$ cat config.mk
export PLATFORM = sky130hd
export DESIGN_NAME = tcc_sqrt_cell
export DESIGN_NICKNAME = d
export VERILOG_FILES = /design/src/rtl/core/tcc_pkg.sv /design/src/rtl/core/tcc_sqrt_cell.sv
export SDC_FILE = /design/constraint.sdc
export NUM_CORES = 1
export LEC_CHECK = 0
export BUFFER_PORTS_ARGS = -buffer_cell sky130_fd_sc_hd__buf_2
export CORE_AREA = 2 2 203 205
export CTS_BUF_LIST = sky130_fd_sc_hd__clkbuf_4 sky130_fd_sc_hd__clkbuf_8
export CTS_CLUSTER_DIAMETER = 200
export DETAILED_ROUTE_END_ITERATION = 10
export DIE_AREA = 0 0 205 207
export GPL_TIMING_DRIVEN = 0
export SYNTH_ARGS = -nofsm -noshare
export SYNTH_HDL_FRONTEND = slang
export SYNTH_SLANG_ARGS = --single-unit
export TNS_END_PERCENT = 30
$ cat constraint.sdc
create_clock -name i_clk -period 2.7 [get_ports i_clk]
set_input_delay 0.54 -clock i_clk [delete_from_list [all_inputs] [get_ports i_clk]]
set_output_delay 0.54 -clock i_clk [all_outputs]
set_load 0.01 [all_outputs]
$ cat src/rtl/core/tcc_pkg.sv
package tcc_pkg;

    localparam int CW   = 24;
    localparam int DW   = CW + 1;
    localparam int SQW  = 2 * DW;
    localparam int AL   = SQW / 2;
    localparam int AHW  = SQW - AL;
    localparam int PW   = DW + AHW + 1;
    localparam int NW   = DW + SQW;
    localparam int DDW  = 2 * DW + 2;
    localparam int QW   = NW + 1;
    localparam int VW   = NW + 2;
    localparam int OW   = 32;
    localparam int RW   = 2 * OW;
    localparam int SRW  = OW + 2;

    typedef struct packed {
        logic [DDW-1:0] rem;
        logic [NW-1:0]  num;
        logic [NW-1:0]  quo;
    } t_div_lane;

    typedef struct packed {
        logic signed [CW:0]   base_x;
        logic signed [CW:0]   base_y;
        logic signed [CW+1:0] h_rdx;
        logic                 hz;
        logic                 zd;
        logic                 nx_neg;
        logic                 ny_neg;
    } t_side;

    typedef struct packed {
        logic [RW-1:0]  val;
        logic [SRW-1:0] rem;
        logic [OW-1:0]  root;
    } t_sq;

    typedef struct packed {
        logic          zd;
        logic          big;
        logic          flag;
        logic [OW-1:0] cx;
        logic [OW-1:0] cy;
        logic [RW-1:0] rsq;
    } t_tail;

    function automatic t_div_lane div_step(input t_div_lane l, input logic [DDW-1:0] den);
        logic [DDW:0] sh;
        logic [DDW:0] df;
        logic         ge;
        t_div_lane    r;
        sh    = {l.rem, l.num[NW-1]};
        ge    = (sh >= {1'b0, den});
        df    = sh - {1'b0, den};
        r.rem = ge ? df[DDW-1:0] : sh[DDW-1:0];
        r.num = {l.num[NW-2:0], 1'b0};
        r.quo = {l.quo[NW-2:0], ge};
        return r;
    endfunction

    function automatic t_sq sq_step(input t_sq s);
        logic [SRW+1:0] sh;
        logic [SRW+1:0] trial;
        logic [SRW+1:0] df;
        logic           ge;
        t_sq            r;
        sh     = {s.rem, s.val[RW-1:RW-2]};
        trial  = {2'b00, s.root, 2'b01};
        ge     = (sh >= trial);
        df     = sh - trial;
        r.rem  = ge ? df[SRW-1:0] : sh[SRW-1:0];
        r.root = {s.root[OW-2:0], ge};
        r.val  = {s.val[RW-3:0], 2'b00};
        return r;
    endfunction

endpackage

$ cat src/rtl/core/tcc_sqrt_cell.sv
module tcc_sqrt_cell (
    input  logic           i_clk,
    input  logic           i_rst_n,
    input  logic           i_vld,
    input  tcc_pkg::t_sq   i_sq,
    input  tcc_pkg::t_tail i_tail,
    output logic           o_vld,
    output tcc_pkg::t_sq   o_sq,
    output tcc_pkg::t_tail o_tail
);

    logic           r_vld;
    tcc_pkg::t_sq   r_sq;
    tcc_pkg::t_tail r_tail;

    always_ff @(posedge i_clk) begin
        if (!i_rst_n) begin
            r_vld <= 1'b0;
        end else begin
            r_vld <= i_vld;
        end
    end

    always_ff @(posedge i_clk) begin
        r_sq   <= tcc_pkg::sq_step(i_sq);
        r_tail <= i_tail;
    end

    assign o_vld  = r_vld;
    assign o_sq   = r_sq;
    assign o_tail = r_tail;

    a_rem_bound: assert property (@(posedge i_clk) disable iff (!i_rst_n)
        r_vld |-> r_sq.rem <= {1'b0, r_sq.root, 1'b0})
        else $error("root remainder above twice the root");

endmodule

==> flow_summary.toml <==
[die]
initial_utilization_pct = 19.0
die-area_sq_um = 42400
io_pins = 526
core_sq_um = 40400
num_rows = 74
die_h_microns = 207
die_x_microns = 205

[synth]
ys_types = 62
synth-async-reset-ratio_pct = 0
ys_ff_latch = 260
seq_area_frac_synth_pct = 67.8
synth_edf_count = 0
synthFlopType = "dfxtp_1"
yosys_warnings = 0
postSynthCellCount = 640
synth_area_sq_um = 7680
syn_avg_cell_area_sq_um = 12.0

[run]
cap_violations = 0

[setup_path]
slowest_stage = "o41ai_2"
critPathMaxFanout = 6
worst_path_most_repeated_cell = "o41ai_2"
required_ns = 3.20
crit_type = "in2reg"
critPathCaptureType = "register"
cp_cell_sequence = "buf_2, inv_1, ha_1, a21oi_1, nor2_1, o31ai_1, nand3b_1, o41ai_2, nor3_1, o41ai_2"
critPathMaxStageDelay_ns = 0.71
arrival_ns = 3.15
start_kind = "input port"

[placed_design]
preCtsSetupSlack_ns = -0.670
gp_congestion = 0.841
placed_cells = 1696
hpwl_microns = 28800
port_buffers = 523
place_area_sq_um = 11000

[min_path]
min_path_type = "in2reg"

[finish]
fin_util_pct = 34.5
layout_commonest_cell = "buf_2"
nets = 1688
fin_area_sq_um = 13900
drive_gt1_share_pct = 45.5
areaGrowthSynthToFinish_pct = 81.0
fin_cells = 1964
n_fill_cell = 4144
layout_common_cells = "buf_2, dfxtp_1, dlygate4sd3_1"

[routing]
drc = 0
postRouteAntennaNets = 0
drt-wirelength-per-cell_microns = 19.0
vias = 7662
drt_iter0_drc = 298
dr.pass1.iters = 5
viasPerCell = 3.90
routed_wl_microns = 37300

[clock_tree]
cts_max_level = 2
root_buffer = "clkbuf_8"
cts_buffers = 48
cts.sinks = 260
cts.clk_slew.worst_paths_ns = 0.06
cts_tree = "done"
clk_path_buf_depth = 3

[power_and_ir_drop]
p_switching_w = 0.00269
p_per_area_nw_per_um2 = 731
p_int_w = 0.00748
finalPower_w = 0.0102
ir_drop_mv = 0.379
leakagePower_nw = 6.82
seq_power_share_pct = 41.3
pwr-share-clk_pct = 42.9
comb_power_share_pct = 15.7
switching_share_pct = 26.5

[global_route]
grt_max_degree = 15
overflow = 0
antenna_found_initial = 7
grt_pass1_wl_microns = 52500
grt_pass1_vias = 7942
grtUsageTotal_pct = 16.9

[timing]
setup_viol = 0
fmax_ghz = 0.376
tightest_slew_ns = 0.743
setup_ws_ns = 0.0423
rsz0062_at_grt = "no"
relSlewSlack_pct = 49.9
drv_slew = 0
fin_crit_sh_pct = 98.4
hold_viol_final = 0
finalCriticalPeriod_ns = 2.66

[status]
outcome = "complete, no violations"
-- state kept, by name (all words and copies together), names as in the netlist --
signal	cells
o_tail	131
o_vld	1
o_sq	128
-- through the flow --
stage / TNS [ns] / hold WS, ns
2_1_floorplan: 0 / 0.568
3_3_place_gp: -17.94 / 0.642
3_5_place_dp: -19.02 / 0.644
4_1_cts: 0 / 0.000175
5_1_grt: 0 / -0.000320
6_report: 0 / 0.0634
-- what timing repair did --
item                       4_1_cts  5_1_grt
resized for setup                0       12
setup endpoints to repair        0       32
hold endpoints to repair       164       11
setup buffers                    0        1
hold buffers                   164       11
-- cells by family (layout without fill, tap and decap cells) --
kind of cell	after synthesis	count (layout)	share of synthesized area, %
adder cells (fa/ha/maj)	34	34	5.54
multiplexers	5	5	0.717
AND/OR/NAND/NOR	121	121	7.38
XOR/XNOR	27	27	3.08
AO/OA/AOI/OAI	133	133	12.1
other	1	8	0.0488
buffers and inverters	59	844	3.35
flip-flops	260	260	67.8
-- cells in the mapped netlist (all sizes together), types with 6 or more instances --
cell    count  area [sq um]
nor3       10          50.1
ha         34           425
nand4       7          50.1
a21oi      28           140
buf         9          56.3
clkbuf      7          38.8
nor2       18          67.6
dfxtp     260          5200
inv        42           158
nand3       6          30.0
o21ai      46           234
a21o       20           151
nand2      58           218
xnor2      14           123
xor2       13           114
and2        6          40.0
-- power groups by stage --
stage                     Clock [W]  Sequential [W]  Combinational (W)
after floorplan                   0         0.00445           0.000485
after global placement            0         0.00428            0.00137
after detailed placement          0         0.00428            0.00138
after CTS                   0.00454         0.00421            0.00159
after global routing        0.00469         0.00423            0.00173
final                       0.00437         0.00420            0.00160
-- worst paths after layout --
path,slack (ns),to,cells past startpoint,start
worst max-delay path,0.04,o_sq[65]$_DFF_P_,10,i_sq[12]
worst min-delay path,0.06,o_sq[119]$_DFF_P_,1,i_sq[117]
-- cell type report --
cell class | count | area (sq um) | area share, %
sequential | 260 | 5200 | 37.4
timing repair buffer | 699 | 4380 | 31.5
multi-input combinational | 322 | 2260 | 16.3
clock buffer | 68 | 873 | 6.28
tap | 532 | 666 | 4.79
clock inverter | 18 | 241 | 1.74
inverter | 43 | 163 | 1.17
buffer | 16 | 108 | 0.774
antenna | 6 | 15.0 | 0.108
-- layer usage --
| metal | up-vias | part of all wire [%] | track usage [%] |
|---|---|---|---|
| li1 | 3675 | - | - |
| met1 | 3562 | 38 | 18.2 |
| met2 | 355 | 50 | 30.0 |
| met3 | 66 | 7.8 | 5.73 |
| met4 | 4 | 3.6 | 6.87 |
| met5 | - | 0.080 | 0 |
-- worst max-delay path, delay by kind of cell --
kind,cells,cell delay [ns]
compound gates,4,1.65
fa+ha+maj,1,0.37
buf+inv,2,0.14
simple gates,3,0.44
Power figures use the tool's default switching activity.
