===== config.mk =====
export PLATFORM = sky130hd
export DESIGN_NAME = tcc_div_cell
export DESIGN_NICKNAME = d
export VERILOG_FILES = /design/src/rtl/core/tcc_pkg.sv /design/src/rtl/core/tcc_div_cell.sv
export SDC_FILE = /design/constraint.sdc
export NUM_CORES = 1
export LEC_CHECK = 0
export BUFFER_PORTS_ARGS = -buffer_cell sky130_fd_sc_hd__buf_2
export CAP_MARGIN = 30
export CORE_AREA = 3 3 416 418
export DETAILED_ROUTE_END_ITERATION = 7
export DIE_AREA = 0 0 419 421
export GPL_ROUTABILITY_DRIVEN = 1
export PLACE_DENSITY_LB_ADDON = 0.2
export SLEW_MARGIN = 20
export SYNTH_ARGS = -nofsm -noshare
export SYNTH_HDL_FRONTEND = slang
export SYNTH_SLANG_ARGS = --single-unit

===== constraint.sdc =====
create_clock -name i_clk -period 4.8 [get_ports i_clk]
set_input_delay 0.24 -clock i_clk [delete_from_list [all_inputs] [get_ports i_clk]]
set_output_delay 0.24 -clock i_clk [all_outputs]
set_load 0.005 [all_outputs]

===== src/rtl/core/tcc_pkg.sv =====
package tcc_pkg;

    localparam int CW   = 24;
    localparam int DW   = CW + 1;
    localparam int SQW  = 2 * DW;
    localparam int AL   = SQW / 2;
    localparam int AHW  = SQW - AL;
    localparam int PW   = DW + AHW + 1;
    localparam int NW   = DW + SQW;
    localparam int DDW  = 2 * DW + 2;
    localparam int QW   = NW + 1;
    localparam int VW   = NW + 2;
    localparam int OW   = 32;
    localparam int RW   = 2 * OW;
    localparam int SRW  = OW + 2;

    typedef struct packed {
        logic [DDW-1:0] rem;
        logic [NW-1:0]  num;
        logic [NW-1:0]  quo;
    } t_div_lane;

    typedef struct packed {
        logic signed [CW:0]   base_x;
        logic signed [CW:0]   base_y;
        logic signed [CW+1:0] h_rdx;
        logic                 hz;
        logic                 zd;
        logic                 nx_neg;
        logic                 ny_neg;
    } t_side;

    typedef struct packed {
        logic [RW-1:0]  val;
        logic [SRW-1:0] rem;
        logic [OW-1:0]  root;
    } t_sq;

    typedef struct packed {
        logic          zd;
        logic          big;
        logic          flag;
        logic [OW-1:0] cx;
        logic [OW-1:0] cy;
        logic [RW-1:0] rsq;
    } t_tail;

    function automatic t_div_lane div_step(input t_div_lane l, input logic [DDW-1:0] den);
        logic [DDW:0] sh;
        logic [DDW:0] df;
        logic         ge;
        t_div_lane    r;
        sh    = {l.rem, l.num[NW-1]};
        ge    = (sh >= {1'b0, den});
        df    = sh - {1'b0, den};
        r.rem = ge ? df[DDW-1:0] : sh[DDW-1:0];
        r.num = {l.num[NW-2:0], 1'b0};
        r.quo = {l.quo[NW-2:0], ge};
        return r;
    endfunction

    function automatic t_sq sq_step(input t_sq s);
        logic [SRW+1:0] sh;
        logic [SRW+1:0] trial;
        logic [SRW+1:0] df;
        logic           ge;
        t_sq            r;
        sh     = {s.rem, s.val[RW-1:RW-2]};
        trial  = {2'b00, s.root, 2'b01};
        ge     = (sh >= trial);
        df     = sh - trial;
        r.rem  = ge ? df[SRW-1:0] : sh[SRW-1:0];
        r.root = {s.root[OW-2:0], ge};
        r.val  = {s.val[RW-3:0], 2'b00};
        return r;
    endfunction

endpackage


===== src/rtl/core/tcc_div_cell.sv =====
module tcc_div_cell (
    input  logic                      i_clk,
    input  logic                      i_rst_n,
    input  logic                      i_vld,
    input  logic [tcc_pkg::DDW-1:0]   i_den,
    input  tcc_pkg::t_div_lane        i_lx,
    input  tcc_pkg::t_div_lane        i_ly,
    input  tcc_pkg::t_side            i_side,
    output logic                      o_vld,
    output logic [tcc_pkg::DDW-1:0]   o_den,
    output tcc_pkg::t_div_lane        o_lx,
    output tcc_pkg::t_div_lane        o_ly,
    output tcc_pkg::t_side            o_side
);

    logic                    r_vld;
    logic [tcc_pkg::DDW-1:0] r_den;
    tcc_pkg::t_div_lane      r_lx;
    tcc_pkg::t_div_lane      r_ly;
    tcc_pkg::t_side          r_side;

    always_ff @(posedge i_clk) begin
        if (!i_rst_n) begin
            r_vld <= 1'b0;
        end else begin
            r_vld <= i_vld;
        end
    end

    always_ff @(posedge i_clk) begin
        r_den  <= i_den;
        r_lx   <= tcc_pkg::div_step(i_lx, i_den);
        r_ly   <= tcc_pkg::div_step(i_ly, i_den);
        r_side <= i_side;
    end

    assign o_vld  = r_vld;
    assign o_den  = r_den;
    assign o_lx   = r_lx;
    assign o_ly   = r_ly;
    assign o_side = r_side;

    a_rem_below_den: assert property (@(posedge i_clk) disable iff (!i_rst_n)
        r_vld && r_den != '0 |-> r_lx.rem < r_den && r_ly.rem < r_den)
        else $error("partial remainder not below divisor");

endmodule


==> results of run 1 <==
kinds of logic (layout without fill, tap and decap cells):
kind of cell               Yosys count  in the layout  share of synthesized area, %
xor gates and xnor gates            91             91                         4.393
DFF                                535            535                         59.03
and+or+nand+nor                    280            280                         7.503
other                                1             50                       0.02067
adders and majority gates          106            106                         7.393
buffers and inverters              137           1892                         3.255
AOI/OAI and AO/OA                  386            386                         14.00
muxes                               65             65                         4.400
cell usage after synthesis, types with 11 or more instances:
library cell / n / area share (%)
o31ai_1: 14 / 0.58
nand3_1: 25 / 0.69
o21bai_1: 25 / 1.0
a211oi_1: 11 / 0.46
o21ai_0: 60 / 1.7
ha_1: 104 / 7.2
clkbuf_1: 34 / 0.70
mux2_2: 42 / 2.6
nand4_1: 25 / 0.86
dfxtp_1: 535 / 59
a31oi_1: 14 / 0.48
inv_1: 84 / 1.7
xnor2_1: 53 / 2.6
o21a_1: 14 / 0.58
a21o_1: 58 / 2.4
and3_1: 19 / 0.66
nor2_1: 79 / 1.6
a21oi_1: 127 / 3.5
mux2_4: 19 / 1.6
nand2_1: 69 / 1.4
and2_1: 12 / 0.41
xor2_1: 38 / 1.8
where the power goes:
group | leakage [µW] | switching [µW] | internal, µW
registers | 0.00451 | 119 | 4830
logic | 0.0103 | 1460 | 1250
clock network | 0.00128 | 2440 | 3570
state kept, by name, summed over array words and instances (netlist names):
name / flops
o_den: 52
o_lx: 201
o_ly: 201
o_side: 80
o_vld: 1
metal layers:
| layer | vias up | GRT usage, % |
|---|---|---|
| met1 | 9342 | 17.65 |
| met2 | 833 | 31.67 |
| met3 | 218 | 3.929 |
| li1 | 9095 | - |
| met4 | 30 | 5.875 |
| met5 | - | 0 |
final timing paths:
kind | end | slack (ps) | cells past startpoint
worst max-delay path | o_ly[197] | 620 | 17
worst min-delay path | o_ly[195] | 120 | 5
critical path, delay by kind of cell:
family	cells	cell delay [ps]
buffers and inverters	6	1250
muxes	1	270
AOI/OAI and AO/OA	8	2400
xor gates and xnor gates	1	190
adders and majority gates	1	400
per-stage QoR:
stage,cells,cell area [µm²],hold WS (ps)
4_1_cts,5575,34500,37.68
2_1_floorplan,1602,18150,267.7
3_3_place_gp,4901,26510,342.8
3_5_place_dp,4901,26510,343.6
5_1_grt,5600,34560,58.99
6_report,5623,34620,121.2
timing repair:
| item | 4_1_cts | 5_1_grt |
|---|---|---|
| buffers inserted | 0 | 0 |
| hold buffers | 537 | 0 |
| endpoints found under the setup margin | 0 | 0 |
| hold endpoints to repair | 533 | 0 |
layout make-up:
type,count,area (µm²)
Fill cell,18818,134800
Timing Repair Buffer,1669,11230
Sequential cell,535,10710
Multi-Input combinational cell,930,6845
Tap cell,2218,2775
Clock buffer,103,2125
Clock inverter,34,491.7
Inverter,86,324.1
Antenna cell,48,120.1
==> impl_results.md, run 1 <==
* GRT Residual Overflow at 0
* CTS buffer count at 75
* Via density at 3.471
* Dominant cell type by count on the critical path: buf_4
* Most common cell after layout, fill and taps aside: buf_2
* Maximum count of clock buffers along a single path at 3
* Peak VDD IR at 0.2249 mV
* Setup total negative slack at 0 ps
* Final setup margin at 618.9 ps
* Setup crit end kind: flip-flop
* Number of enable-type register cells in the synthesized netlist at 0
* Met3 layer wire length in the routed design at 9928 µm
* Cell chosen for the clock root: clkbuf_16
* Vias in the first global route at 20.04k
* Mean post-synth cell area at 11.33 µm²
* DP HPWL at 131,600 µm
* Maximum clock rate at 239.2 MHz
* Unrepaired setup endpoints after global routing: false
* Post-synth top flop: dfxtp_1
* DRC errors left at 0
* Kind of start point of the critical path: primary input
* Standby leakage power at 0.01604 µW
* Hold/Removal Path Class: primary input to flip-flop
* Width of the die at 419 µm
* Status: finished, final reports clean
* First-pass GRT wire length at 193,200 µm
* Chip Height at 421 µm
* Met1 routed wirelength after detailed routing at 55,470 µm
* Maximum number of pins on one net before global-route repair at 45
* Top-level port count at 1,076
* Cell with the largest stage delay on the worst path: o21ai_0
* Worst Path Required at 5380 ps
* Proportion of synthesized flip-flops having asynchronous set or reset at 0%
* Routed Wire Length at 152,200 µm
* Layout area overhead at 90.83%
* Total Routing Usage GR at 16.65%
* Number of port buffers at 1,071
* TritonRoute pass-1 iters at 5
* Leading cell types in the layout, fill and taps excluded: 1,071 x buf_2, 537 x dlygate4sd3_1, 535 x dfxtp_1
* Power per unit of standard cell area at 394.8 nW/µm²
* Crit Path Class: primary input to flip-flop
* CTS tree: done
* Distinct cell type count of the synthesized netlist at 75
* Worst Max-Slew Pin Slew at 904.0 ps
* Post-synthesis sequential element count at 535
* Delay of the slowest cell on the worst path at 700 ps
* Routed wirelength normalized by instance count at 27.08 µm
* Area of the die at 176,400 µm²
* Total power at 13,670 µW
* Number of failing hold endpoints at the final stage at 0
* Post-Synthesis Cell Area at 18,140 µm²
* Cell-by-cell listing of the critical path: dlygate4sd3_1 -> buf_2 -> inv_1 -> ha_1 -> a21o_1 -> a21o_1 -> o21ai_0 -> a311oi_1 -> buf_4 -> o21ai_1 -> buf_4 -> o31ai_1 -> buf_4 -> a311oi_1 -> o21ai_0 -> xor2_1 -> mux2_2
* CTS sink count at 535
* # H-tree levels at 3
* Count of instances resized after the clock tree is built at 0
* Maximum Capacitance Violations at 0
* Final worst path period share at 87.11%
* Finished Core Util at 20.43%
* Placeable core region at 169,500 µm²
* Worst slew margin relative to its limit at 39.09%
* Start point of the worst min-delay path: i_ly[201]
* RD Place Congestion at 0.8893
* Min Clock Period, post-route at 4181 ps
* Origin of the worst setup path: i_den[3]
* Number of nets with antenna violations after detailed routing at 0
* Count of warnings emitted by yosys at 0
* Synthesized instance count at 1,601
* Arrival time at the worst endpoint at 4760 ps
* Proportion of synthesized chip area in sequential cells at 59.03%
* Layout cell share with drive strength beyond 1 at 39.83%
* WL met2 at 80,720 µm
* Register clock-pin slew on the reported worst setup and hold paths at 60 ps
* Total number of nets in the final design at 3,942
* Largest fanout on the critical path at 6
* Via total after detailed routing at 19.52k
* Initial Utilization at 10.71%
* Setup violations, final at 0
* Initial antenna violation count at 119
* Pre-CTS setup slack at 308.9 ps
* Uppermost metal layer occupied by signal nets: met5
* Count of pins over their slew limit at 0
* Number of rows in the core area at 151
* Violation count after the first detailed-routing iteration at 1,044
(Power assumes the default switching activity.)
==> inputs of run 2 (changes only) <==
- REMOVE_ABC_BUFFERS: not set -> 1
==> run 2 against run 1 <==
Net effect: global-route usage shrank 1.1 points; flip-flop and latch count is the same; critical path depth is the same; critical path type unchanged; largest cell class unchanged; largest power group unchanged.
==> impl_results.md, run 2 (synthesis results as in run 1) <==
* Switching power summed over all nets at 3949 µW
* Worst slew margin relative to its limit at 32.89%
* Start point of the worst min-delay path: i_lx[196]
* Via density at 3.397
* Maximum clock rate at 235.9 MHz
* Violation count after the first detailed-routing iteration at 664
* Layout area overhead at 90.20%
* Internal power at 9686 µW
* Number of failing hold endpoints at the final stage at 0
* Layout cell share with drive strength beyond 1 at 39.74%
* Routed wirelength normalized by instance count at 25.47 µm
* Setup violations, final at 0
* CTS sink count at 535
* End of the worst hold path: o_lx[197]
* Worst Max-Slew Pin Slew at 995.8 ps
* Number of filler instances in the final layout at 18.80k
* Setup crit end kind: flip-flop
* Number of port buffers at 1,071
* Final worst path period share at 88.33%
* Hold/Removal Path Class: primary input to flip-flop
* Final setup margin at 560.4 ps
* Area of the die at 176,400 µm²
* Via total after detailed routing at 18.99k
* Proportion of total power due to net switching at 28.96%
* Delay of the slowest cell on the worst path at 520 ps
* Cells on Worst Hold Path at 4
* Status: finished, final reports clean
* Combinational fraction of design power at 19.6%
* Total number of nets in the final design at 3,925
* Count of pins over their slew limit at 0
* Cell-by-cell listing of the critical path: dlygate4sd3_1 -> buf_2 -> inv_1 -> ha_1 -> and4_1 -> nand4_1 -> o21ai_2 -> o21ai_2 -> a2111oi_4 -> o2111ai_2 -> a211oi_2 -> buf_4 -> o21ai_2 -> o31a_4 -> clkinv_2 -> buf_4 -> mux2_2
* Number of nets with antenna violations after detailed routing at 0
* Cell chosen for the clock root: clkbuf_16
* First-pass GRT wire length at 183,000 µm
* Count of instances resized after the clock tree is built at 0
* Pre-CTS setup slack at 162.0 ps
* Most common cell after layout, fill and taps aside: buf_2
* Unrepaired setup endpoints after global routing: false
* # H-tree levels at 3
* Cell with the largest stage delay on the worst path: dlygate4sd3_1
* Chip Height at 421 µm
* Vias in the first global route at 19.99k
* Min Clock Period, post-route at 4240 ps
* Maximum Capacitance Violations at 0
* Kind of start point of the critical path: primary input
* Arrival time at the worst endpoint at 4790 ps
* Area of the multi-input gates at 6859 µm²
* Fraction of power consumed by the clock network at 44.2%
* Leading cell types in the layout, fill and taps excluded: 1,071 x buf_2, 537 x dlygate4sd3_1, 535 x dfxtp_1
* Top-level port count at 1,076
* Power per unit of standard cell area at 395.1 nW/µm²
* Width of the die at 419 µm
* Fraction of power consumed by sequential logic at 36.3%
* DRC errors left at 0
* Setup total negative slack at 0 ps
* Register clock-pin slew on the reported worst setup and hold paths at 50 ps
* Total Routing Usage GR at 15.58%
* Dominant cell type by count on the critical path: o21ai_2
* Routed Wire Length at 142,400 µm
* Maximum number of pins on one net before global-route repair at 53
* CTS buffer count at 73
* TritonRoute pass-1 iters at 5
* Peak VDD IR at 0.2194 mV
* Number of rows in the core area at 151
* Standby leakage power at 0.01598 µW
* Initial antenna violation count at 90
* Initial Utilization at 10.71%
* Maximum count of clock buffers along a single path at 3
* FF/Latch Area at 10,710 µm²
* Largest fanout on the critical path at 12
* CTS tree: done
* Worst Path Required at 5350 ps
* RD Place Congestion at 0.8582
* Crit Path Class: primary input to flip-flop
* Placeable core region at 169,500 µm²
* GRT Residual Overflow at 0
* DP HPWL at 122,100 µm
-- run 2: cell types whose count changed in the layout (fill, tap and decap cells not counted), moves of 2 or more --
| cell | previous run | this run |
|---|---|---|
| clkbuf_8 | 10 | 13 |
| diode_2 | 48 | 34 |
| clkinvlp_4 | 2 | 4 |
| clkbuf_1 | 16 | 10 |
| clkbuf_16 | 77 | 74 |
| bufinv_16 | 8 | 10 |
| clkinv_4 | 5 | 3 |
| buf_4 | 58 | 42 |
| inv_6 | 1 | 4 |
-- run 2: power by group through the flow --
stage	sequential [µW]	clock [µW]	combinational (µW)
6_report	4950	6020	2670
5_1_grt	4980	6440	2880
4_1_cts	4950	6300	2750
3_5_place_dp	5040	0	2310
3_3_place_gp	5040	0	2320
2_1_floorplan	5080	0	882
-- run 2: repair_timing --
item	in CTS	in global routing
hold buffers	537	0
hold endpoints to repair	532	0
setup buffers	0	0
-- run 2: how the worst max path moves through the flow --
| stage | startpoint | end | slack, ps | cells after the start |
|---|---|---|---|---|
| finish | i_den[9] | o_lx[178] | 560 | 17 |
| global route | i_den[9] | o_lx[174] | 340 | 17 |
| global placement | i_den[10] | o_lx[154] | 220 | 16 |
| CTS | i_den[10] | o_lx[178] | 410 | 17 |
| detailed placement | i_den[10] | o_lx[174] | 160 | 16 |
| floorplan | i_den[7] | o_lx[152] | 1280 | 13 |
-- run 2: per-stage QoR --
stage / hold WS [ps] / cells / area [µm²] / util (%) / power [µW]
final: 130.2 / 5591 / 34510 / 20.36 / 13630
after global routing: 90.48 / 5574 / 34460 / 20.34 / 14290
after CTS: 56.76 / 5557 / 34420 / 20.31 / 14000
after detailed placement: 343.6 / 4886 / 26420 / 15.59 / 7343
after global placement: 343.0 / 4885 / 26400 / 15.58 / 7356
after floorplan: 267.7 / 1551 / 17880 / - / 5959
-- run 2: worst max-delay path: cells and delay by family --
kind / cells / cell delay [ps]
AO/OA/AOI/OAI: 7 / 1970
buffers and inverters: 6 / 1420
AND/OR/NAND/NOR: 2 / 420
adder cells (fa/ha/maj): 1 / 370
multiplexers: 1 / 340
-- run 2: final cells by class --
type | instances | area share [%]
Antenna cell | 34 | 0.2466
Clock buffer | 97 | 5.994
Clock inverter | 37 | 1.632
Inverter | 86 | 0.9391
Multi-Input combinational cell | 930 | 19.88
Sequential cell | 535 | 31.04
Tap cell | 2218 | 8.042
Timing Repair Buffer | 1654 | 32.23
-- run 2: routing by layer --
layer / vias up / routed length (µm) / global-route usage (%)
met4: 18 / 6824 / 6.923
met3: 190 / 7353 / 3.475
met1: 9037 / 52320 / 16.11
met5: - / 125 / 0
met2: 726 / 75790 / 29.60
li1: 9019 / - / -
